===== src/rtl/core/tlam_pkg.sv =====
// ----------------------------------------------------------------------------
// tlam_pkg
// Shared types and codes for the tensor layout address map.
// ----------------------------------------------------------------------------
package tlam_pkg;

    localparam int MAX_DIMS = 4;

    localparam logic [1:0] CMD_LOG_ENC = 2'd0;
    localparam logic [1:0] CMD_PHY_ENC = 2'd1;
    localparam logic [1:0] CMD_PHY_DEC = 2'd2;
    localparam logic [1:0] CMD_LOG_DEC = 2'd3;

    localparam logic [1:0] ST_OK   = 2'd0;
    localparam logic [1:0] ST_OOB  = 2'd1;
    localparam logic [1:0] ST_ZERO = 2'd2;

    localparam logic [2:0] REG_ORDER   = 3'd0;
    localparam logic [2:0] REG_EXTENTS = 3'd1;
    localparam logic [2:0] REG_PADS    = 3'd2;
    localparam logic [2:0] REG_STRIDE0 = 3'd3;
    localparam logic [2:0] REG_STRIDE1 = 3'd4;
    localparam logic [2:0] REG_STRIDE2 = 3'd5;
    localparam logic [2:0] REG_STRIDE3 = 3'd6;

    typedef struct packed {
        logic [7:0]            order;
        logic [3:0][15:0]      extents;
        logic [3:0][15:0]      pads;
        logic [3:0][31:0]      stride;
    } cfg_t;

    // Payload that travels down the divider pipeline.
    typedef struct packed {
        logic [1:0]            cmd;
        logic                  oob;
        logic                  zero;
        logic [31:0]           enc;
        logic [31:0]           num;
        logic [31:0]           rmd;
        logic [3:0][31:0]      quo;
    } pipe_t;

endpackage


===== src/rtl/core/tlam_div_stage.sv =====
// ----------------------------------------------------------------------------
// tlam_div_stage
// One restoring-division step: one quotient bit of one dimension.
// ----------------------------------------------------------------------------
module tlam_div_stage #(
    parameter int OFFSET_BITS = 32,
    parameter int DIM_IDX     = 0,
    parameter bit FIRST_BIT   = 1'b1
) (
    input  logic                 clk,
    input  logic                 rst_n,
    input  logic                 adv,
    input  logic [31:0]          stride,
    input  logic                 in_vld,
    input  tlam_pkg::pipe_t      in_pipe,
    output logic                 out_vld,
    output tlam_pkg::pipe_t      out_pipe
);

    localparam logic [31:0] OFS_MASK = 32'((64'd1 << OFFSET_BITS) - 64'd1);

    logic [31:0]     cur_n;
    logic [31:0]     cur_r;
    logic [32:0]     r_sh;
    logic            ge;
    tlam_pkg::pipe_t pipe_next;
    logic            vld_reg;
    tlam_pkg::pipe_t pipe_reg;

    always_comb
    begin
        // a new dimension starts from the previous remainder
        if (FIRST_BIT && DIM_IDX > 0)
        begin
            cur_n = in_pipe.rmd;
            cur_r = '0;
        end
        else
        begin
            cur_n = in_pipe.num;
            cur_r = in_pipe.rmd;
        end
        r_sh = {cur_r, cur_n[OFFSET_BITS-1]};
        ge   = r_sh >= {1'b0, stride};
        pipe_next              = in_pipe;
        pipe_next.rmd          = ge ? 32'(r_sh - {1'b0, stride}) : r_sh[31:0];
        pipe_next.num          = (cur_n << 1) & OFS_MASK;
        pipe_next.quo[DIM_IDX] = {in_pipe.quo[DIM_IDX][30:0], ge};
    end

    always_ff @(posedge clk or negedge rst_n)
    begin
        if (!rst_n)
        begin
            vld_reg <= 1'b0;
        end
        else if (adv)
        begin
            vld_reg <= in_vld;
        end
    end

    always_ff @(posedge clk)
    begin
        if (adv)
        begin
            pipe_reg <= pipe_next;
        end
    end

    assign out_vld  = vld_reg;
    assign out_pipe = pipe_reg;

endmodule


===== config.mk =====
export PLATFORM = sky130hd
export DESIGN_NAME = tlam_div_stage
export DESIGN_NICKNAME = d
export VERILOG_FILES = /design/src/rtl/core/tlam_pkg.sv /design/src/rtl/core/tlam_div_stage.sv
export SDC_FILE = /design/constraint.sdc
export NUM_CORES = 1
export LEC_CHECK = 0
export BUFFER_PORTS_ARGS = -buffer_cell sky130_fd_sc_hd__buf_2
export CORE_AREA = 2 2 194 196
export CTS_CLUSTER_SIZE = 28
export DETAILED_ROUTE_END_ITERATION = 8
export DIE_AREA = 0 0 196 198
export HOLD_SLACK_MARGIN = 0.08
export PLACE_DENSITY_LB_ADDON = 0.3
export SETUP_SLACK_MARGIN = 0.4
export SLEW_MARGIN = 5
export SYNTH_ARGS = -nofsm -noshare
export SYNTH_HDL_FRONTEND = slang
export SYNTH_SLANG_ARGS = --single-unit

===== constraint.sdc =====
create_clock -name clk -period 0.8 [get_ports clk]
set_input_delay 0.04 -clock clk [delete_from_list [all_inputs] [get_ports clk]]
set_output_delay 0.04 -clock clk [all_outputs]
set_load 0.01 [all_outputs]

# --- Word level (Yosys, flattened, before mapping) ---
# Cells that the tools add are included.
classes:
  n_div: 0
  n_lt_le_gt_ge: 1
  n_mux: 1
  n_mul: 0
  n_eq_ne: 0
  n_bitwise: 0
  shifts: 0
  addsub: 1
  n_reduce_logical: 0
op_table:
  columns: ["op", "count"]
  rows:
  - ["$ge 33x32->1", 1]
  - ["$mux 32", 1]
  - ["$sub 32x32->32", 1]
word_totals:
  latch_bits: 0
  regBits: 228
  mem_bits_rw: 0
  n_memories: 0
  mem_bits_ro: 0

# --- Logic depth before layout (Yosys ltp) ---
logic_depth:
  word_depth: 2
  mapped_depth: 13

# --- Least setup slack after synthesis ---
# Ideal clock, no wire load.
synth_timing:
  path_type: "input port to flip-flop"
  start: "in stride[7]"
  end: "reg pipe_reg (netlist bit out_pipe[141]) (data pin)"
  stages: 12
  path_buffers: 2
  t_arrival_ns: 2.554
  path_slack_ns: -2.016
  cell_sequence: "inv_1 ha_1 buf_2 nand4_1 or4_1 a21oi_1 nor3_1 a211oi_2 o21ai_2 o31ai_4 buf_4 mux2_1"
synth_lines:
  columns: ["element", "line", "text"]
  rows:
  - ["start, declared", "tlam_div_stage.sv:13", "input logic [31:0] stride,"]
  - ["end signal, assigned", "tlam_div_stage.sv:67", "pipe_reg <= pipe_next;"]
  - ["end, declared", "tlam_div_stage.sv:28", "tlam_pkg::pipe_t pipe_reg;"]

==> metrics.txt <==
Cell Chain, Critical Path=buf_2 -> ha_4 -> nand4_1 -> or4_1 -> a21oi_2 -> nor3_4 -> a211oi_2 -> o21ai_2 -> o31ai_4 -> buf_6 -> mux2_2; Root Buffer=clkbuf_16; height of the die=just under 200 um; hold_sp=in_pipe[42]; Tmin final=2308 ps; initial antenna violation count=10; Clock transition at path regs=60 ps; Yosys top cell by area=edfxtp_1; unrepaired setup endpoints after global routing=true; worst-path fanout max=10; Commonest cells post-synth=227 x edfxtp_1, 56 x a21oi_1, 38 x inv_1; met1 wire length=14,000 um; drt wl/cell=19.82 um; DRT antenna net count=0; via count=8,222; Final Power=around 0.035 W; Clock Skew=0 ps; Post-synth top flop=edfxtp_1; Slowest Stage Delay on Critical Path=560 ps; Port Buffers=490; area delta synth->final=85.44%; core area=36,960 um2; Critical Path RT=1090 ps; Reg2Reg Setup Slack=60 ps; Worst Setup End Kind=flop; post-synthesis cell type count=50; GRT Total Usage=0.1767; Clk Latency, worst-skew pair=520 ps; synthesized area per cell=around 16 um2; EDFF count, synth=227; Post-Syn Area=9074 um2; Starting Density=0.2455; hold buffers post-CTS=194; worst r2r src=out_vld$_DFFE_PN0P_; Slew Viols, Final=0; clk sinks=~230; Ys Warns=0; crit share post-route=2.885; DP Cell Count=~1.6k; sw power=0.008915 W; synthesized flop and latch total=about 230; I/O Pins=493; first-pass GRT wire length=51,540 um; DRT iter0 DRCs=337; Die X-Extent=196 um; share of layout cells above drive strength 1=0.5134; drt first pass iters=4; Slowest cell on crit path=or4_1; top sig layer=met5; crit path launch=in_pipe[132]; Peak Freq=433.3 MHz; fraction of registers with async set or reset after synthesis=0.004386; GR Overflow Total=0; Post-Syn Nets=873; Clk pwr share=0.370; vias in the first global route=8,543; share of power burned in registers=0.425; Seq/Total Area, Yosys=0.7540; CTS tree=done; setup violators final=around 260; WL met2=19,210 um; CTS max path bufs=3; # Max-Cap Violations=0; vias per cell=4.334; layout net count=1,694; maximum vdd drop=~1.4 mV; DR DRC count=0; Non-Filler Instances=1,897; Hold WC Path Type=in2reg; post-detail-place hpwl=26,700 um; Logic pwr share=0.206; fillers=3,325; failing checks=hold timing, setup timing; total CTS buffers=26; most common cell in the synthesized netlist=edfxtp_1; final WL=approximately 38,000 um; # H-tree levels=1; Sw Ratio=0.2559; Cell Int Power=between 0.02 and 0.03 W; pwr dens=2070 nW/um2; LEAKAGE=just under 8 nW; # rows=71; top cells by area, synth=edfxtp_1 75%, ha_1 4.4%, a21oi_1 3.1%; worst endpoint data arrival time=2600 ps; Crit Path Category=in2reg; Startpoint Class=input port; status=finished, violations left; Yosys top cell area share=0.7512; largest net degree at the start of global routing=19; worst setup margin=-1508 ps; hold slack=-253.1 ps; Synth Instances=576; met3 routed WL=2618 um; die area=38,810 um2; count of final hold-check violations=106; RePlAce Congestion=0.8595
-- critical path: cells and delay by family --
| family | cells | cell delay, ps |
|---|---|---|
| AO/OA/AOI/OAI | 4 | 810 |
| adder cells (fa/ha/maj) | 1 | 270 |
| AND/OR/NAND/NOR | 3 | 790 |
| multiplexers | 1 | 340 |
| buffers and inverters | 2 | 340 |
-- worst paths after layout --
path                       depth (start not counted)                       to
min                                                1   out_pipe[42]$_DFFE_PP_
max reg2reg                                        1      out_vld$_DFFE_PN0P_
max in group asynchronous                          2      out_vld$_DFFE_PN0P_
min reg2reg                                        1      out_vld$_DFFE_PN0P_
min in group asynchronous                          2      out_vld$_DFFE_PN0P_
max                                               11  out_pipe[138]$_DFFE_PP_
-- power by group through the flow --
stage | sequential, W | combinational (W) | clock (W)
3_3_place_gp | 0.0150 | 0.00561 | 0
2_1_floorplan | 0.0156 | 0.00172 | 0
3_5_place_dp | 0.0150 | 0.00563 | 0
4_1_cts | 0.0148 | 0.00686 | 0.0132
5_1_grt | 0.0149 | 0.00767 | 0.0137
6_report | 0.0148 | 0.00716 | 0.0129
-- metal layers --
layer  track usage  up-vias
met1        0.1971     3938
met3       0.04071       90
met4       0.08698        6
met2        0.3178      367
met5             0        -
li1              -     3821
-- what timing repair did --
item | in CTS | in global routing
setup buffers | 5 | 1
cloned | 2 | 1
endpoints found under the setup margin | 262 | 332
hold endpoints to repair | 421 | 255
resized for setup | 98 | 116
pin swaps | 5 | 2
-- placed cells by master, fill, tap and decap left out, types with 10 or more instances in the layout --
| cell | n |
|---|---|
| a21o_1 | 12 |
| a21oi_1 | 38 |
| a21oi_2 | 16 |
| buf_12 | 10 |
| buf_2 | 446 |
| buf_4 | 108 |
| buf_6 | 49 |
| clkbuf_16 | 28 |
| dlygate4sd3_1 | 124 |
| dlymetal6s4s_1 | 70 |
| edfxtp_1 | 227 |
| ha_1 | 24 |
| inv_1 | 32 |
| nand2_1 | 25 |
| nor2_1 | 27 |
| o21ai_0 | 13 |
| xnor2_1 | 15 |
| xor2_1 | 12 |
-- sequential cells by signal, summed over array words and instances, names as in the netlist --
name,flops
out_pipe,227
out_vld,1
-- through the flow --
stage / util / instance area (um2) / worst slack [ps] / setup TNS [ps]
global placement: 0.3559 / 13150 / -2113 / -66220
floorplan: - / 9239 / -1898 / -59570
CTS: 0.4445 / 16430 / -1475 / -119740
finish: 0.4553 / 16830 / -1508 / -114300
global route: 0.4552 / 16820 / -1590 / -127640
detailed placement: 0.3559 / 13150 / -2175 / -66860
-- kinds of logic (layout without fill, tap and decap cells) --
logic type / Yosys count / count (layout) / synth area share
AO/OA/AOI/OAI: 119 / 119 / 0.08067
XOR/XNOR: 27 / 27 / 0.02606
adder cells (fa/ha/maj): 33 / 33 / 0.04633
buffers and inverters: 57 / 897 / 0.02648
flip-flops: 228 / 228 / 0.7540
multiplexers: 12 / 12 / 0.01475
other: 1 / 8 / 0.0004133
AND/OR/NAND/NOR: 99 / 99 / 0.05130
-- layout make-up --
| type | instances | area [um2] | share of cell area |
|---|---|---|---|
| multi-input cells | 291 | 2313 | 0.1375 |
| clock buffers | 29 | 683.2 | 0.04060 |
| diodes | 7 | 17.52 | 0.001041 |
| flip-flops and latches | 228 | 6842 | 0.4066 |
| clock inverters | 18 | 225.2 | 0.01338 |
| repair buffers | 812 | 5997 | 0.3564 |
| inverters | 38 | 155.1 | 0.009221 |
| well taps | 474 | 593.1 | 0.03525 |
No activity file was read; power rests on OpenSTA's default activity.
