===== config.mk =====
export PLATFORM = sky130hd
export DESIGN_NAME = tlam_back
export DESIGN_NICKNAME = d
export VERILOG_FILES = /design/src/rtl/core/tlam_pkg.sv /design/src/rtl/core/tlam_back.sv
export SDC_FILE = /design/constraint.sdc
export NUM_CORES = 1
export LEC_CHECK = 0
export CAP_MARGIN = 20
export CORE_AREA = 3 3 257 259
export DETAILED_ROUTE_END_ITERATION = 16
export DIE_AREA = 0 0 260 262
export DONT_BUFFER_PORTS = 1
export PLACE_DENSITY = 0.35
export SLEW_MARGIN = 20
export SYNTH_ARGS = -nofsm -noshare
export SYNTH_HDL_FRONTEND = slang
export SYNTH_SLANG_ARGS = --single-unit

===== constraint.sdc =====
create_clock -name clk -period 2.4 [get_ports clk]
set_clock_uncertainty 0.2 [all_clocks]
set_input_delay 0.36 -clock clk [delete_from_list [all_inputs] [get_ports clk]]
set_output_delay 0.36 -clock clk [all_outputs]
set_load 0.02 [all_outputs]

===== src/rtl/core/tlam_pkg.sv =====
// ----------------------------------------------------------------------------
// tlam_pkg
// Shared types and codes for the tensor layout address map.
// ----------------------------------------------------------------------------
package tlam_pkg;

    localparam int MAX_DIMS = 4;

    localparam logic [1:0] CMD_LOG_ENC = 2'd0;
    localparam logic [1:0] CMD_PHY_ENC = 2'd1;
    localparam logic [1:0] CMD_PHY_DEC = 2'd2;
    localparam logic [1:0] CMD_LOG_DEC = 2'd3;

    localparam logic [1:0] ST_OK   = 2'd0;
    localparam logic [1:0] ST_OOB  = 2'd1;
    localparam logic [1:0] ST_ZERO = 2'd2;

    localparam logic [2:0] REG_ORDER   = 3'd0;
    localparam logic [2:0] REG_EXTENTS = 3'd1;
    localparam logic [2:0] REG_PADS    = 3'd2;
    localparam logic [2:0] REG_STRIDE0 = 3'd3;
    localparam logic [2:0] REG_STRIDE1 = 3'd4;
    localparam logic [2:0] REG_STRIDE2 = 3'd5;
    localparam logic [2:0] REG_STRIDE3 = 3'd6;

    typedef struct packed {
        logic [7:0]            order;
        logic [3:0][15:0]      extents;
        logic [3:0][15:0]      pads;
        logic [3:0][31:0]      stride;
    } cfg_t;

    // Payload that travels down the divider pipeline.
    typedef struct packed {
        logic [1:0]            cmd;
        logic                  oob;
        logic                  zero;
        logic [31:0]           enc;
        logic [31:0]           num;
        logic [31:0]           rmd;
        logic [3:0][31:0]      quo;
    } pipe_t;

endpackage


===== src/rtl/core/tlam_back.sv =====
// ----------------------------------------------------------------------------
// tlam_back
// Pad removal, bound check, inverse permutation, saturation; output register.
// ----------------------------------------------------------------------------
module tlam_back #(
    parameter int NUM_DIMS    = 4,
    parameter int OFFSET_BITS = 32
) (
    input  logic                 clk,
    input  logic                 rst_n,
    input  logic                 adv,
    input  tlam_pkg::cfg_t       cfg,
    input  logic                 in_vld,
    input  tlam_pkg::pipe_t      in_pipe,
    output logic                 out_vld,
    output logic [31:0]          offset,
    output logic [3:0][31:0]     coords,
    output logic [1:0]           status
);

    localparam logic [31:0] OFS_MASK = 32'((64'd1 << OFFSET_BITS) - 64'd1);

    logic signed [33:0]  phys;
    logic [3:0][31:0]    sat;
    logic [3:0][31:0]    res;
    logic                oob;
    logic [1:0]          dst;
    logic                vld_reg;
    logic [31:0]         offset_reg;
    logic [3:0][31:0]    coords_reg;
    logic [1:0]          status_reg;
    logic [31:0]         offset_next;
    logic [1:0]          status_next;

    always_comb
    begin
        oob  = 1'b0;
        phys = '0;
        dst  = 2'd0;
        for (int i = 0; i < tlam_pkg::MAX_DIMS; i++)
        begin
            phys = $signed({2'b00, in_pipe.quo[i] & OFS_MASK}) - $signed({18'd0, cfg.pads[i]});
            if (phys > 34'sd2147483647)
            begin
                sat[i] = 32'h7fff_ffff;
            end
            else
            begin
                sat[i] = phys[31:0];
            end
            if (i < NUM_DIMS && (in_pipe.quo[i] & OFS_MASK) >= {16'd0, cfg.extents[i]})
            begin
                oob = 1'b1;
            end
        end
        res = '0;
        for (int i = 0; i < tlam_pkg::MAX_DIMS; i++)
        begin
            if (i < NUM_DIMS)
            begin
                if (in_pipe.cmd == tlam_pkg::CMD_LOG_DEC)
                begin
                    dst = cfg.order[2*i +: 2];
                    if (32'(dst) < 32'(NUM_DIMS))
                    begin
                        res[dst] = sat[i];
                    end
                end
                else
                begin
                    res[i] = sat[i];
                end
            end
        end
        if (in_pipe.cmd == tlam_pkg::CMD_LOG_ENC || in_pipe.cmd == tlam_pkg::CMD_PHY_ENC)
        begin
            offset_next = in_pipe.enc;
            status_next = in_pipe.oob ? tlam_pkg::ST_OOB : tlam_pkg::ST_OK;
            res         = '0;
        end
        else if (in_pipe.zero)
        begin
            offset_next = '0;
            status_next = tlam_pkg::ST_ZERO;
            res         = '0;
        end
        else
        begin
            offset_next = '0;
            status_next = oob ? tlam_pkg::ST_OOB : tlam_pkg::ST_OK;
        end
    end

    always_ff @(posedge clk or negedge rst_n)
    begin
        if (!rst_n)
        begin
            vld_reg <= 1'b0;
        end
        else if (adv)
        begin
            vld_reg <= in_vld;
        end
    end

    always_ff @(posedge clk)
    begin
        if (adv)
        begin
            offset_reg <= offset_next;
            coords_reg <= res;
            status_reg <= status_next;
        end
    end

    assign out_vld = vld_reg;
    assign offset  = offset_reg;
    assign coords  = coords_reg;
    assign status  = status_reg;

endmodule


# After elaboration in Yosys (flattened, before gate mapping)
# Cells that the tools add are included.
# totals
regBits,163
inputBits,496
out_inout_bits,163
wordCells,70
# classes
addsub,4
order_cmp,16
eq_ne,2
n_mux,33
bitwise,1
n_reduce_logical,7
# ops
cell,count
$mux 32,14
$bwmux 128,3
$demux 32 s2,4
$mux 96,2
$gt 33x32->1 const B,4
$sub 32x16->33,4
$and 128x128->128,1
$ge 32x16->1,4
$mux 64,2
$lt 2x3->1 const B,4
$ge 2x1->1 const B,4
$mux 1,6
$logic_and 1x1->1,4
$mux 2,2
$eq 2x1->1 const B,1
$eq 2x2->1 const B,1
$logic_not 2->1,1
$reduce_or 2->1,1
$logic_or 1x1->1,1

# Depth between registers and ports, before layout
# logic_depth
word_depth,12
ltp_mapped,15
ltp_nobuf,13

# Worst setup path after synthesis
# Ideal clock, no wire load.
# synth_timing
path_kind,input-to-reg
start,input port cfg[174] (netlist name)
end,"register coords_reg (netlist bit coords[55]), data pin"
setup_time_ns,0.257
arrival_time_ns,2.990
t_required_ns,1.943
path_slack_ns,-1.047
stages,13
path_buffers,2
path_cell_list,inv_1 > ha_1 > a21o_1 > a211o_1 > or3_1 > o21a_1 > o21a_1 > o21ai_1 > buf_2 > nand3_2 > buf_2 > o221ai_1 > nor2_1
# synth_between
elab_chain_cells,7
# synth_rtl
item,line_no,source
start: declaration,tlam_back.sv:12,"input tlam_pkg::cfg_t cfg,"
$sub 32x16->33 *,tlam_back.sv:42,"phys = $signed({2'b00, in_pipe.quo[i] & OFS_MASK}) - $signed({18'd0, cfg.pads[i]});"
$gt 33x32->1,tlam_back.sv:43,if (phys > 34'sd2147483647)
$mux 32 *,tlam_back.sv:43,
$bwmux 128 *,tlam_back.sv:66,res[dst] = sat[i];
$mux 64 *,tlam_back.sv:61,if (in_pipe.cmd == tlam_pkg::CMD_LOG_DEC)
$bwmux 128,tlam_back.sv:66,
$mux 96 *,tlam_back.sv:61,
end signal: assignment,tlam_back.sv:111,coords_reg <= res;
end: declaration,tlam_back.sv:30,logic [3:0][31:0] coords_reg;
# Every way passes the cells marked *; elsewhere a longest branch is shown, timed or not.
# A chain may end at the register's enable or synchronous reset.

# Worst setup path after layout
# layout_timing
start,input port cfg[145] (netlist name)
end,"register coords_reg (netlist bit coords[47]), data pin"
# layout_between
elab_chain_cells,9
# layout_rtl
item,line_no
$sub 32x16->33 *,tlam_back.sv:42
$gt 33x32->1,tlam_back.sv:43
$mux 32 *,tlam_back.sv:43
$bwmux 128,tlam_back.sv:66
$mux 32 *,tlam_back.sv:61
$bwmux 128,tlam_back.sv:66
$mux 64 *,tlam_back.sv:61
$bwmux 128,tlam_back.sv:66
$mux 96 *,tlam_back.sv:61
# Marked as above.

==> metrics.txt <==
outcome=finished with violations; failing checks=hold timing, setup timing; post-route design area=28700 µm²; num ports=659; Skew-Pair Late Insertion Delay=0.45 ns; FF/Latch Area=4890 µm²; CTS max path bufs=2; unrepaired setup endpoints after global routing=true; Ys Warns=0; WS Path Type=in -> reg; die height=262 µm; worst hold endpoint=coords[59]; number of global-route vias before repair=19800; Sw Ratio=39.1%; TritonCTS clock tree=done; Flop pwr share=30.2%; Synth Cell Area=15900 µm²; unique cell type count in the Yosys netlist=91; pwr dens=449 nW/µm²; Min-Delay Path Depth=0; DRT antenna net count=0; total core area=64100 µm²; total track usage=30.1%; worst min-delay path category=in -> reg; nets@finish=3291; Tot Pwr=12.9 mW; Setup crit start kind=input port; layout cell share with drive strength beyond 1=49.3%; DRT Pass-1 Iters=5; drt total wl=106000 µm; Fin. Hold Viols=95; Worst EP arrival=3.17 ns; Worst-path clk slew=0.07 ns; Gate Count Post-Synth=1895; VDD IR max=0.347 mV; worst-path fanout max=7; Root Buffer=clkbuf_16; Clock power frac=22.7%; Final Worst Setup Slack=-0.735 ns; reg-to-reg critical path endpoint=out_vld; combinational power share=47.1%; largest net degree at the start of global routing=164; FILL cells=6283; Initial Util=24.8%; Port Buffers=0; P_int=7.86 mW; Worst Min Path Start=adv; RR Startpoint=out_vld; R2R setup slack=0.80 ns; Place WS=-1.99 ns; 1st-iter DRT viols=1514; Via Count=19400; full die area=68100 µm²; Sink Count=163; Site Rows=93; switching power=5.04 mW; Tcrit/Tclk final=131%; Area after DPL=22700 µm²; Slew headroom=29.6%; Lkg Pwr=11.4 nW; Synthesized Nets=2524; Critical Path End Type=flop; Post-synth EDFFs=162; hold_buf cts=70; highest clock rate=319 MHz; Reg2Reg Depth=2; register area share after synthesis=30.7%; Setup Viol. Count Final=128; Die X=260 µm; initial antenna violation count=2; fin crit period=3.13 ns; Congestion Overflow GR=0; Layout area overhead=80.7%; max_cap viols=0; max FFs per register=128; area occupied by multi-input gates=14200 µm²; Synth Flop Type=edfxtp_1; RePlAce Congestion=1.00; global-route wire length before repair=147000 µm; Slew Viols, Final=0; Worst Max-Slew Pin Slew=1.05 ns; post-layout util=44.8%; CP required=2.43 ns; ys async rst share=0.613%; Vias/cell=5.48; DRC=0; syn avg cell area=8.39 µm²; TritonCTS Buffers=17; hpwl dp=85100 µm; Routed WL per cell=30.0 µm; H-tree levels=4; Yosys reg bits=163; hold_ws=-0.170 ns
## worst max-delay path: stages
cell and delay (ns):
inv_1 0.06, ha_1 0.29, nor2b_4 0.14, o2111ai_2 0.12
a211o_1 0.37, a211oi_4 0.32, o21a_1 0.23, nor2_2 0.06
buf_6 0.15, buf_6 0.13, o221ai_4 0.49, nor3_2 0.11
a2111oi_4 0.32
## cell families (layout without fill, tap and decap cells)
kind of cell	after synthesis	after routing	share of synthesized area (%)
buffers and inverters	228	1005	5.72
DFF	163	163	30.7
and+or+nand+nor	589	591	18.4
other	0	1	0
adders and majority gates	133	133	10.7
AOI/OAI and AO/OA	671	672	28.3
xor gates and xnor gates	109	109	6.00
muxes	2	2	0.134
## cell type report
type	count	share of cell area (%)
inverters	147	2.22
repair buffers	826	25.7
well taps	855	3.72
diodes	1	0.00871
clock inverters	14	0.609
flip-flops and latches	163	17.0
multi-input cells	1507	49.3
clock buffers	18	1.49
## power by group through the flow
stage	logic, mW	clock network [mW]	registers [mW]
global placement	4.70	0	3.96
global route	6.35	3.11	3.92
detailed placement	4.69	0	3.97
floorplan	2.07	0	3.87
finish	6.07	2.93	3.89
CTS	5.61	3.01	3.90
## through the flow
step | std cells | TNS, ns | hold slack [ns]
floorplan | 1895 | -87.07 | -0.136
finish | 3531 | -68.58 | -0.170
detailed placement | 3329 | -163.35 | -0.136
CTS | 3497 | -64.40 | -0.213
global placement | 3329 | -163.53 | -0.136
global route | 3530 | -77.31 | -0.202
## what timing repair did
item | 4_1_cts | 5_1_grt
buffers inserted | 79 | 49
gates cloned | 6 | 0
endpoints found under the setup margin | 129 | 129
endpoints found under the hold margin | 197 | 162
resized for setup | 510 | 230
pin swaps | 154 | 134
## synthesized netlist by cell type, types with 9 or more instances
| cell | number | area, µm² |
|---|---|---|
| or4_1 | 9 | 67.6 |
| o32ai_1 | 31 | 272 |
| clkbuf_1 | 64 | 240 |
| xnor2_1 | 65 | 569 |
| nand3_1 | 34 | 170 |
| o221ai_1 | 15 | 131 |
| a31oi_1 | 11 | 68.8 |
| nand4_1 | 15 | 93.8 |
| and2_1 | 14 | 87.6 |
| a221oi_1 | 20 | 175 |
| or3_1 | 16 | 100 |
| o21ai_0 | 119 | 596 |
| a211oi_1 | 49 | 368 |
| nor2b_1 | 47 | 294 |
| ha_1 | 129 | 1610 |
| a2111oi_0 | 12 | 105 |
| o211ai_1 | 11 | 82.6 |
| a21oi_1 | 161 | 806 |
| nand2_1 | 110 | 413 |
| nor3_1 | 99 | 495 |
| o21a_1 | 29 | 218 |
| o22ai_1 | 77 | 482 |
| o31ai_1 | 10 | 75.1 |
| nor2_1 | 161 | 604 |
| edfxtp_1 | 162 | 4860 |
| a21o_1 | 36 | 270 |
| xor2_1 | 44 | 385 |
| nor4_1 | 21 | 131 |
| nand2b_1 | 22 | 138 |
| inv_1 | 147 | 552 |
## worst max path at each step
stage	end	start	cells past startpoint
6_report	coords[47]	cfg[145]	13
5_1_grt	coords[49]	cfg[145]	15
4_1_cts	coords[56]	cfg[145]	14
3_5_place_dp	coords[71]	cfg[141]	12
3_3_place_gp	coords[71]	cfg[142]	12
2_1_floorplan	coords[124]	cfg[142]	13
## layer usage
metal | vias to the layer above | wire [µm] | GRT usage, %
li1 | 8740 | - | -
met1 | 9524 | 44800 | 39.1
met2 | 930 | 47400 | 48.1
met3 | 159 | 9460 | 8.24
met4 | 2 | 4220 | 10.1
met5 | - | 13 | 0
## cell usage in the layout, fill, tap and decap left out, drive strengths merged, types with 14 or more instances in the layout
cell type | synthesis | layout
a2111oi | 14 | 14
a211oi | 49 | 49
a21o | 36 | 36
a21oi | 162 | 162
a221oi | 22 | 22
and2 | 15 | 15
buf | 17 | 755
clkbuf | 64 | 19
dlygate4sd3 | 0 | 70
edfxtp | 162 | 162
ha | 129 | 129
inv | 147 | 150
nand2 | 110 | 112
nand2b | 22 | 22
nand3 | 35 | 35
nand4 | 15 | 15
nor2 | 162 | 162
nor2b | 47 | 47
nor3 | 100 | 100
nor4 | 23 | 23
o21a | 29 | 30
o21ai | 129 | 129
o221ai | 17 | 17
o22ai | 77 | 77
o32ai | 31 | 31
or3 | 16 | 16
xnor2 | 65 | 65
xor2 | 44 | 44
Note: power is estimated with default switching activity, not from simulation.
