<file path="src/rtl/core/tlam_pkg.sv">
// ----------------------------------------------------------------------------
// tlam_pkg
// Shared types and codes for the tensor layout address map.
// ----------------------------------------------------------------------------
package tlam_pkg;

    localparam int MAX_DIMS = 4;

    localparam logic [1:0] CMD_LOG_ENC = 2'd0;
    localparam logic [1:0] CMD_PHY_ENC = 2'd1;
    localparam logic [1:0] CMD_PHY_DEC = 2'd2;
    localparam logic [1:0] CMD_LOG_DEC = 2'd3;

    localparam logic [1:0] ST_OK   = 2'd0;
    localparam logic [1:0] ST_OOB  = 2'd1;
    localparam logic [1:0] ST_ZERO = 2'd2;

    localparam logic [2:0] REG_ORDER   = 3'd0;
    localparam logic [2:0] REG_EXTENTS = 3'd1;
    localparam logic [2:0] REG_PADS    = 3'd2;
    localparam logic [2:0] REG_STRIDE0 = 3'd3;
    localparam logic [2:0] REG_STRIDE1 = 3'd4;
    localparam logic [2:0] REG_STRIDE2 = 3'd5;
    localparam logic [2:0] REG_STRIDE3 = 3'd6;

    typedef struct packed {
        logic [7:0]            order;
        logic [3:0][15:0]      extents;
        logic [3:0][15:0]      pads;
        logic [3:0][31:0]      stride;
    } cfg_t;

    // Payload that travels down the divider pipeline.
    typedef struct packed {
        logic [1:0]            cmd;
        logic                  oob;
        logic                  zero;
        logic [31:0]           enc;
        logic [31:0]           num;
        logic [31:0]           rmd;
        logic [3:0][31:0]      quo;
    } pipe_t;

endpackage

</file>
<file path="src/rtl/core/tlam_front.sv">
// ----------------------------------------------------------------------------
// tlam_front
// Permute, pad and bound check, stride multiply, then offset sum (3 stages).
// ----------------------------------------------------------------------------
module tlam_front #(
    parameter int NUM_DIMS    = 4,
    parameter int COORD_BITS  = 16,
    parameter int OFFSET_BITS = 32
) (
    input  logic                 clk,
    input  logic                 rst_n,
    input  logic                 adv,
    input  tlam_pkg::cfg_t       cfg,
    input  logic                 in_vld,
    input  logic [1:0]           cmd,
    input  logic [3:0][15:0]     coord,
    input  logic [31:0]          linear,
    output logic                 out_vld,
    output tlam_pkg::pipe_t      out_pipe
);

    localparam logic [31:0] OFS_MASK = 32'((64'd1 << OFFSET_BITS) - 64'd1);

    logic signed [3:0][17:0] crd;
    logic signed [3:0][17:0] p_next;
    logic                    oob_next;
    logic                    zero_next;
    logic [1:0]              src;

    logic                    a_vld_reg;
    logic [1:0]              a_cmd_reg;
    logic signed [3:0][17:0] a_p_reg;
    logic                    a_oob_reg;
    logic                    a_zero_reg;
    logic [31:0]             a_num_reg;

    logic signed [50:0]      mul;
    logic [3:0][31:0]        prod_next;
    logic                    b_vld_reg;
    logic [1:0]              b_cmd_reg;
    logic [3:0][31:0]        b_prod_reg;
    logic                    b_oob_reg;
    logic                    b_zero_reg;
    logic [31:0]             b_num_reg;

    logic                    c_vld_reg;
    tlam_pkg::pipe_t         c_pipe_reg;
    tlam_pkg::pipe_t         c_pipe_next;

    always_comb
    begin
        oob_next  = 1'b0;
        zero_next = 1'b0;
        src       = 2'd0;
        for (int i = 0; i < tlam_pkg::MAX_DIMS; i++)
        begin
            crd[i] = 18'(signed'(coord[i][COORD_BITS-1:0]));
        end
        for (int i = 0; i < tlam_pkg::MAX_DIMS; i++)
        begin
            p_next[i] = '0;
            if (i < NUM_DIMS)
            begin
                src = cfg.order[2*i +: 2];
                if (cmd == tlam_pkg::CMD_LOG_ENC)
                begin
                    p_next[i] = (32'(src) < 32'(NUM_DIMS)) ? crd[src] : '0;
                end
                else
                begin
                    p_next[i] = crd[i];
                end
                p_next[i] = p_next[i] + $signed({2'b00, cfg.pads[i]});
                // elements of a packed array are unsigned; compare as signed
                if ($signed(p_next[i]) < 0 ||
                    $signed(p_next[i]) >= $signed({2'b00, cfg.extents[i]}))
                begin
                    oob_next = 1'b1;
                end
                if (cfg.stride[i] == '0)
                begin
                    zero_next = 1'b1;
                end
            end
        end
    end

    // stage A
    always_ff @(posedge clk or negedge rst_n)
    begin
        if (!rst_n)
        begin
            a_vld_reg <= 1'b0;
        end
        else if (adv)
        begin
            a_vld_reg <= in_vld;
        end
    end

    always_ff @(posedge clk)
    begin
        if (adv)
        begin
            a_cmd_reg  <= cmd;
            a_p_reg    <= p_next;
            a_oob_reg  <= oob_next;
            a_zero_reg <= zero_next;
            a_num_reg  <= linear & OFS_MASK;
        end
    end

    // stage B: one 33x18 multiply per dimension
    always_comb
    begin
        mul = '0;
        for (int i = 0; i < tlam_pkg::MAX_DIMS; i++)
        begin
            mul          = $signed({1'b0, cfg.stride[i]}) * $signed(a_p_reg[i]);
            prod_next[i] = mul[31:0];
        end
    end

    always_ff @(posedge clk or negedge rst_n)
    begin
        if (!rst_n)
        begin
            b_vld_reg <= 1'b0;
        end
        else if (adv)
        begin
            b_vld_reg <= a_vld_reg;
        end
    end

    always_ff @(posedge clk)
    begin
        if (adv)
        begin
            b_cmd_reg  <= a_cmd_reg;
            b_prod_reg <= prod_next;
            b_oob_reg  <= a_oob_reg;
            b_zero_reg <= a_zero_reg;
            b_num_reg  <= a_num_reg;
        end
    end

    // stage C: sum of products, wraps modulo the offset width
    always_comb
    begin
        c_pipe_next      = '0;
        c_pipe_next.cmd  = b_cmd_reg;
        c_pipe_next.oob  = b_oob_reg;
        c_pipe_next.zero = b_zero_reg;
        c_pipe_next.enc  = (b_prod_reg[0] + b_prod_reg[1] + b_prod_reg[2] + b_prod_reg[3])
                           & OFS_MASK;
        c_pipe_next.num  = b_num_reg;
    end

    always_ff @(posedge clk or negedge rst_n)
    begin
        if (!rst_n)
        begin
            c_vld_reg <= 1'b0;
        end
        else if (adv)
        begin
            c_vld_reg <= b_vld_reg;
        end
    end

    always_ff @(posedge clk)
    begin
        if (adv)
        begin
            c_pipe_reg <= c_pipe_next;
        end
    end

    assign out_vld  = c_vld_reg;
    assign out_pipe = c_pipe_reg;

endmodule

</file>
<file path="config.mk">
export PLATFORM = sky130hd
export DESIGN_NAME = tlam_front
export DESIGN_NICKNAME = d
export VERILOG_FILES = /design/src/rtl/core/tlam_pkg.sv /design/src/rtl/core/tlam_front.sv
export SDC_FILE = /design/constraint.sdc
export NUM_CORES = 2
export LEC_CHECK = 0
export BUFFER_PORTS_ARGS = -buffer_cell sky130_fd_sc_hd__buf_2
export CELL_PAD_IN_SITES_DETAIL_PLACEMENT = 1
export CELL_PAD_IN_SITES_GLOBAL_PLACEMENT = 2
export CORE_UTILIZATION = 40
export CTS_CLUSTER_DIAMETER = 80
export DETAILED_ROUTE_END_ITERATION = 8
export PLACE_DENSITY = 0.8
export SKIP_CTS_REPAIR_TIMING = 1
export SLEW_MARGIN = 5
export SYNTH_ARGS = -nofsm -noshare
export SYNTH_HDL_FRONTEND = slang
export SYNTH_SLANG_ARGS = --single-unit
</file>
<file path="constraint.sdc">
create_clock -name clk -period 8.7 [get_ports clk]
set_clock_uncertainty 0.1 [all_clocks]
set_input_delay 1.74 -clock clk [delete_from_list [all_inputs] [get_ports clk]]
set_output_delay 1.74 -clock clk [all_outputs]
set_load 0.01 [all_outputs]
</file>
## Word level (Yosys, flattened, before mapping)

Cells that the tools add are included.

| cells by class | value |
|---|---|
| add/sub/neg operators | 7 |
| reductions and logical operators | 11 |
| muxes and demuxes | 14 |
| multipliers | 4 |
| magnitude comparators | 12 |

Operators with widths:

| operator | count |
|---|---|
| $bmux W18 S2 | 4 |
| $mux W18 | 8 |
| $mul A33 B18 Y32 | 4 |
| $logic_not A32 Y1 | 4 |
| $add A32 B32 Y32 | 3 |
| $add A18 B16 Y18 | 4 |
| $ge A18 B17 Y1 | 4 |
| $lt A18 B1 Y1 const B | 4 |
| $lt A2 B3 Y1 const B | 4 |
| $reduce_or A3 Y1 | 2 |
| $logic_or A1 B1 Y1 | 4 |
| $logic_not A2 Y1 | 1 |
| $mux W1 | 2 |

| storage, ports and cells | value |
|---|---|
| flip-flop bits (word level) | 343 |
| bits of input ports | 366 |
| output and inout port bits | 229 |
| logic and storage cells | 72 |

## Longest topological paths before layout

| logic depth | value |
|---|---|
| depth in word-level cells | 7 |
| mapped depth | 27 |
| gate-level depth less buffers | 25 |

## Least setup slack after synthesis

Ideal clock, no wire load.

| timing | value |
|---|---|
| path type | input port to flip-flop |
| start point | in cfg[106] (netlist bit) |
| end point | reg b_prod_reg[126] (netlist bit), data pin |
| arrival time | 7,472 ps |
| buffers on the path | 2 |
| slack | 870 ps |
| setup time | 258 ps |
| cell stages on the path | 23 |
| required time | 8,342 ps |
| cell sequence | clkbuf_1 clkbuf_1 nand2_1 fa_1 fa_1 fa_1 fa_1 inv_1 fa_1 inv_1 fa_1 inv_1 ha_1 and3_1 o211a_1 a22oi_1 a211oi_1 nor2_1 o41ai_2 nor4_1 o41ai_1 a21oi_1 xnor2_1 |

| on the way | value |
|---|---|
| longest elaborated chain between the ends | 1 |

RTL lines:

| item | line | RTL |
|---|---|---|
| from (decl) | tlam_front.sv:13 | `input tlam_pkg::cfg_t cfg,` |
| $mul A33 B18 Y32 | tlam_front.sv:119 | `mul = $signed({1'b0, cfg.stride[i]}) * $signed(a_p_reg[i]);` |
| via mul[30] | tlam_front.sv:37 | `logic signed [50:0] mul;` |
| to (signal assigned) | tlam_front.sv:141 | `b_prod_reg <= prod_next;` |
| to (decl) | tlam_front.sv:41 | `logic [3:0][31:0] b_prod_reg;` |

The timed path passes the listed nets, and every way through them passes these cells.
A chain may end at the register's enable or synchronous reset.

==> impl_metrics.json <==
{
  "place.gp.congestion": 0.941,
  "finalSetupTns_ns": 0,
  "rr_endpoint": "b_prod_reg[95]$_DFFE_PP_",
  "cap_violations": 0,
  "grt_pass1_wl_um": 376000,
  "cts_tree": "done",
  "final_cell_mix": "1,803 x inv_1, 1,398 x fa_1, 1,088 x nand2_1",
  "drv_slew": 0,
  "tightest_slew_ns": 1.19,
  "cts-root-buf": "clkbuf_16",
  "fin_cells": 10400,
  "syn_area_per_cell_sq_um": 9.27,
  "grt_pass1_vias": 60000,
  "reg2reg_slack_ns": 1.36,
  "yosys_warnings": 0,
  "cts_inserted_buffers": 41,
  "vias_per_cell": 5.13,
  "clock_latency_ns": 0.61,
  "period_share_pct": 89.2,
  "drive_gt1_share_pct": 8.57,
  "postRouteAntennaNets": 0,
  "path_clk_slew_ns": 0.06,
  "hold_path_class": "reg -> reg",
  "largest_register_ffs": 128,
  "grt_overflow_total": 0,
  "finalNetCount": 10300,
  "min_from": "a_num_reg[18]$_DFFE_PP_",
  "worstHoldPathCells": 0,
  "finalHoldViolations": 0,
  "antenna_found_initial": 62,
  "crit_path_start_kind": "input pin",
  "fin_crit_ns": 7.76,
  "core_region_area_sq_mm": 0.179,
  "ys_ff_latch": 343,
  "port_buffers": 434,
  "end_kind": "flop",
  "r2r-start": "a_p_reg[42]$_DFFE_PP_",
  "utilization_pct": 43.3,
  "drt-initial-drc-count": 2906,
  "clock_path_buffers": 3,
  "yosysUniqueCellTypes": 84,
  "mostFrequentLayoutCell": "inv_1",
  "crit_fanout": 19,
  "path_class": "in -> reg",
  "worstRegToRegCells": 22,
  "finalWirelength_um": 250000,
  "initial_core_util_pct": 40.3,
  "drc": 0,
  "place_area_sq_mm": 0.0761,
  "setup_viol": 0,
  "grt.total_usage_pct": 27.8,
  "rsz0062_at_grt": "no",
  "area_growth_pct": 7.48,
  "rows": 155,
  "fmax_mhz": 129,
  "min_to": "b_num_reg[18]$_DFFE_PP_",
  "netlist_area_sq_mm": 0.0721,
  "grt_util_met1_pct": 33.8,
  "status": "completed",
  "vias": 53500,
  "synth_edf_count": 340,
  "wire_per_inst_um": 24.0,
  "dp.cells": 10300,
  "syn-instance-count": 7784,
  "cts_htree_levels": 2,
  "top_usage_layer": "met2",
  "final_cell_area_sq_mm": 0.0775,
  "fp.dieW_um": 427,
  "post-dp-hpwl_um": 209000,
  "cts.sinks": 343,
  "grt_max_degree": 141,
  "io_pins": 595,
  "relSlewSlack_pct": 20.9,
  "chipHeight_um": 427,
  "ys_async_sr_fraction_pct": 0.875,
  "ys.flop_type": "edfxtp_1",
  "yosysSeqAreaShare_pct": 14.3,
  "met3_usage_pct": 3.35,
  "dr.pass1.iters": 8,
  "grt_use_met2_pct": 48.7,
  "crit_required_ns": 8.91,
  "die-area_sq_mm": 0.182,
  "critPathArrivalTime_ns": 7.97
}
-- kinds of logic (layout without fill, tap and decap cells) --
group                    count (synthesis)  in the layout  share of synthesized area (%)
flip-flops                             343            343                           14.3
other                                    1            185                        0.00520
AO/OA/AOI/OAI                          622            622                           5.52
XOR/XNOR                               310            310                           3.76
adder cells (fa/ha/maj)               1937           1937                           48.2
buffers and inverters                 2308           2405                           12.8
multiplexers                            68             68                           1.06
AND/OR/NAND/NOR                       2195           2195                           14.4
-- layout make-up --
type	count	area, sq um
fill	20700	101000
timing repair buffer	528	2900
inverter	1803	6770
clock inverter	26	279
sequential	343	10300
multi-input combinational	5292	53200
antenna	25	62.6
tap	2355	2950
clock buffer	48	1090
-- layer usage --
metal	up-vias	share of wire, %
met5	-	0.094
met4	38	5.7
met3	439	4.5
met2	1538	50
met1	27900	40
li1	23500	-
-- critical path, cell delays in order --
cell and delay [ns]:
buf_2 0.44, nand2_1 0.16, fa_1 0.53, inv_1 0.05, fa_1 0.48, fa_1 0.59
fa_1 0.45, fa_1 0.50, inv_1 0.05, fa_1 0.56, inv_1 0.06, ha_1 0.35
a21o_1 0.20, a21o_1 0.18, a31oi_1 0.37, nand2_1 0.10, o21ai_1 0.29, o21ai_1 0.19
nor3_1 0.24, o21bai_1 0.11, a21oi_1 0.18, xnor2_1 0.10
-- synthesized netlist by cell type, drive strengths merged (25+ instances only) --
library cell,n,area [sq um]
o21a,25,188
nand2b,45,282
edfxtp,340,10200
clkbuf,340,1280
o21bai,27,206
o22ai,54,338
xor2,55,482
nor4,37,238
nand2,1089,4090
fa,1398,28000
nor2,229,862
nand3,40,200
a21oi,201,1030
a31oi,33,206
inv,1803,6770
nor2b,38,238
buf,165,1220
ha,539,6740
xnor2,255,2230
mux2,65,732
o21ai,110,566
and2,617,3860
a21o,53,398
nor3,35,180
-- worst max path at each step --
stage	slack [ns]	cells past startpoint	endpoint	start
after floorplan	0.87	23	b_prod_reg[126]$_DFFE_PP_	cfg[106]
after global placement	0.59	22	b_prod_reg[95]$_DFFE_PP_	cfg[71]
after detailed placement	0.37	22	b_prod_reg[95]$_DFFE_PP_	cfg[73]
after CTS	0.99	22	b_prod_reg[95]$_DFFE_PP_	cfg[73]
after global routing	0.68	22	b_prod_reg[95]$_DFFE_PP_	cfg[73]
final	0.94	22	b_prod_reg[95]$_DFFE_PP_	cfg[73]
-- per-stage QoR --
| step | hold slack, ns | setup WS [ns] |
|---|---|---|
| floorplan | 0.300 | 0.870 |
| global placement | 0.301 | 0.587 |
| detailed placement | 0.306 | 0.368 |
| CTS | 0.319 | 0.993 |
| global route | 0.327 | 0.683 |
| finish | 0.313 | 0.937 |
Power is not shown: default switching activity piles up to over one toggle a cycle in this logic, so the estimate is an artifact.
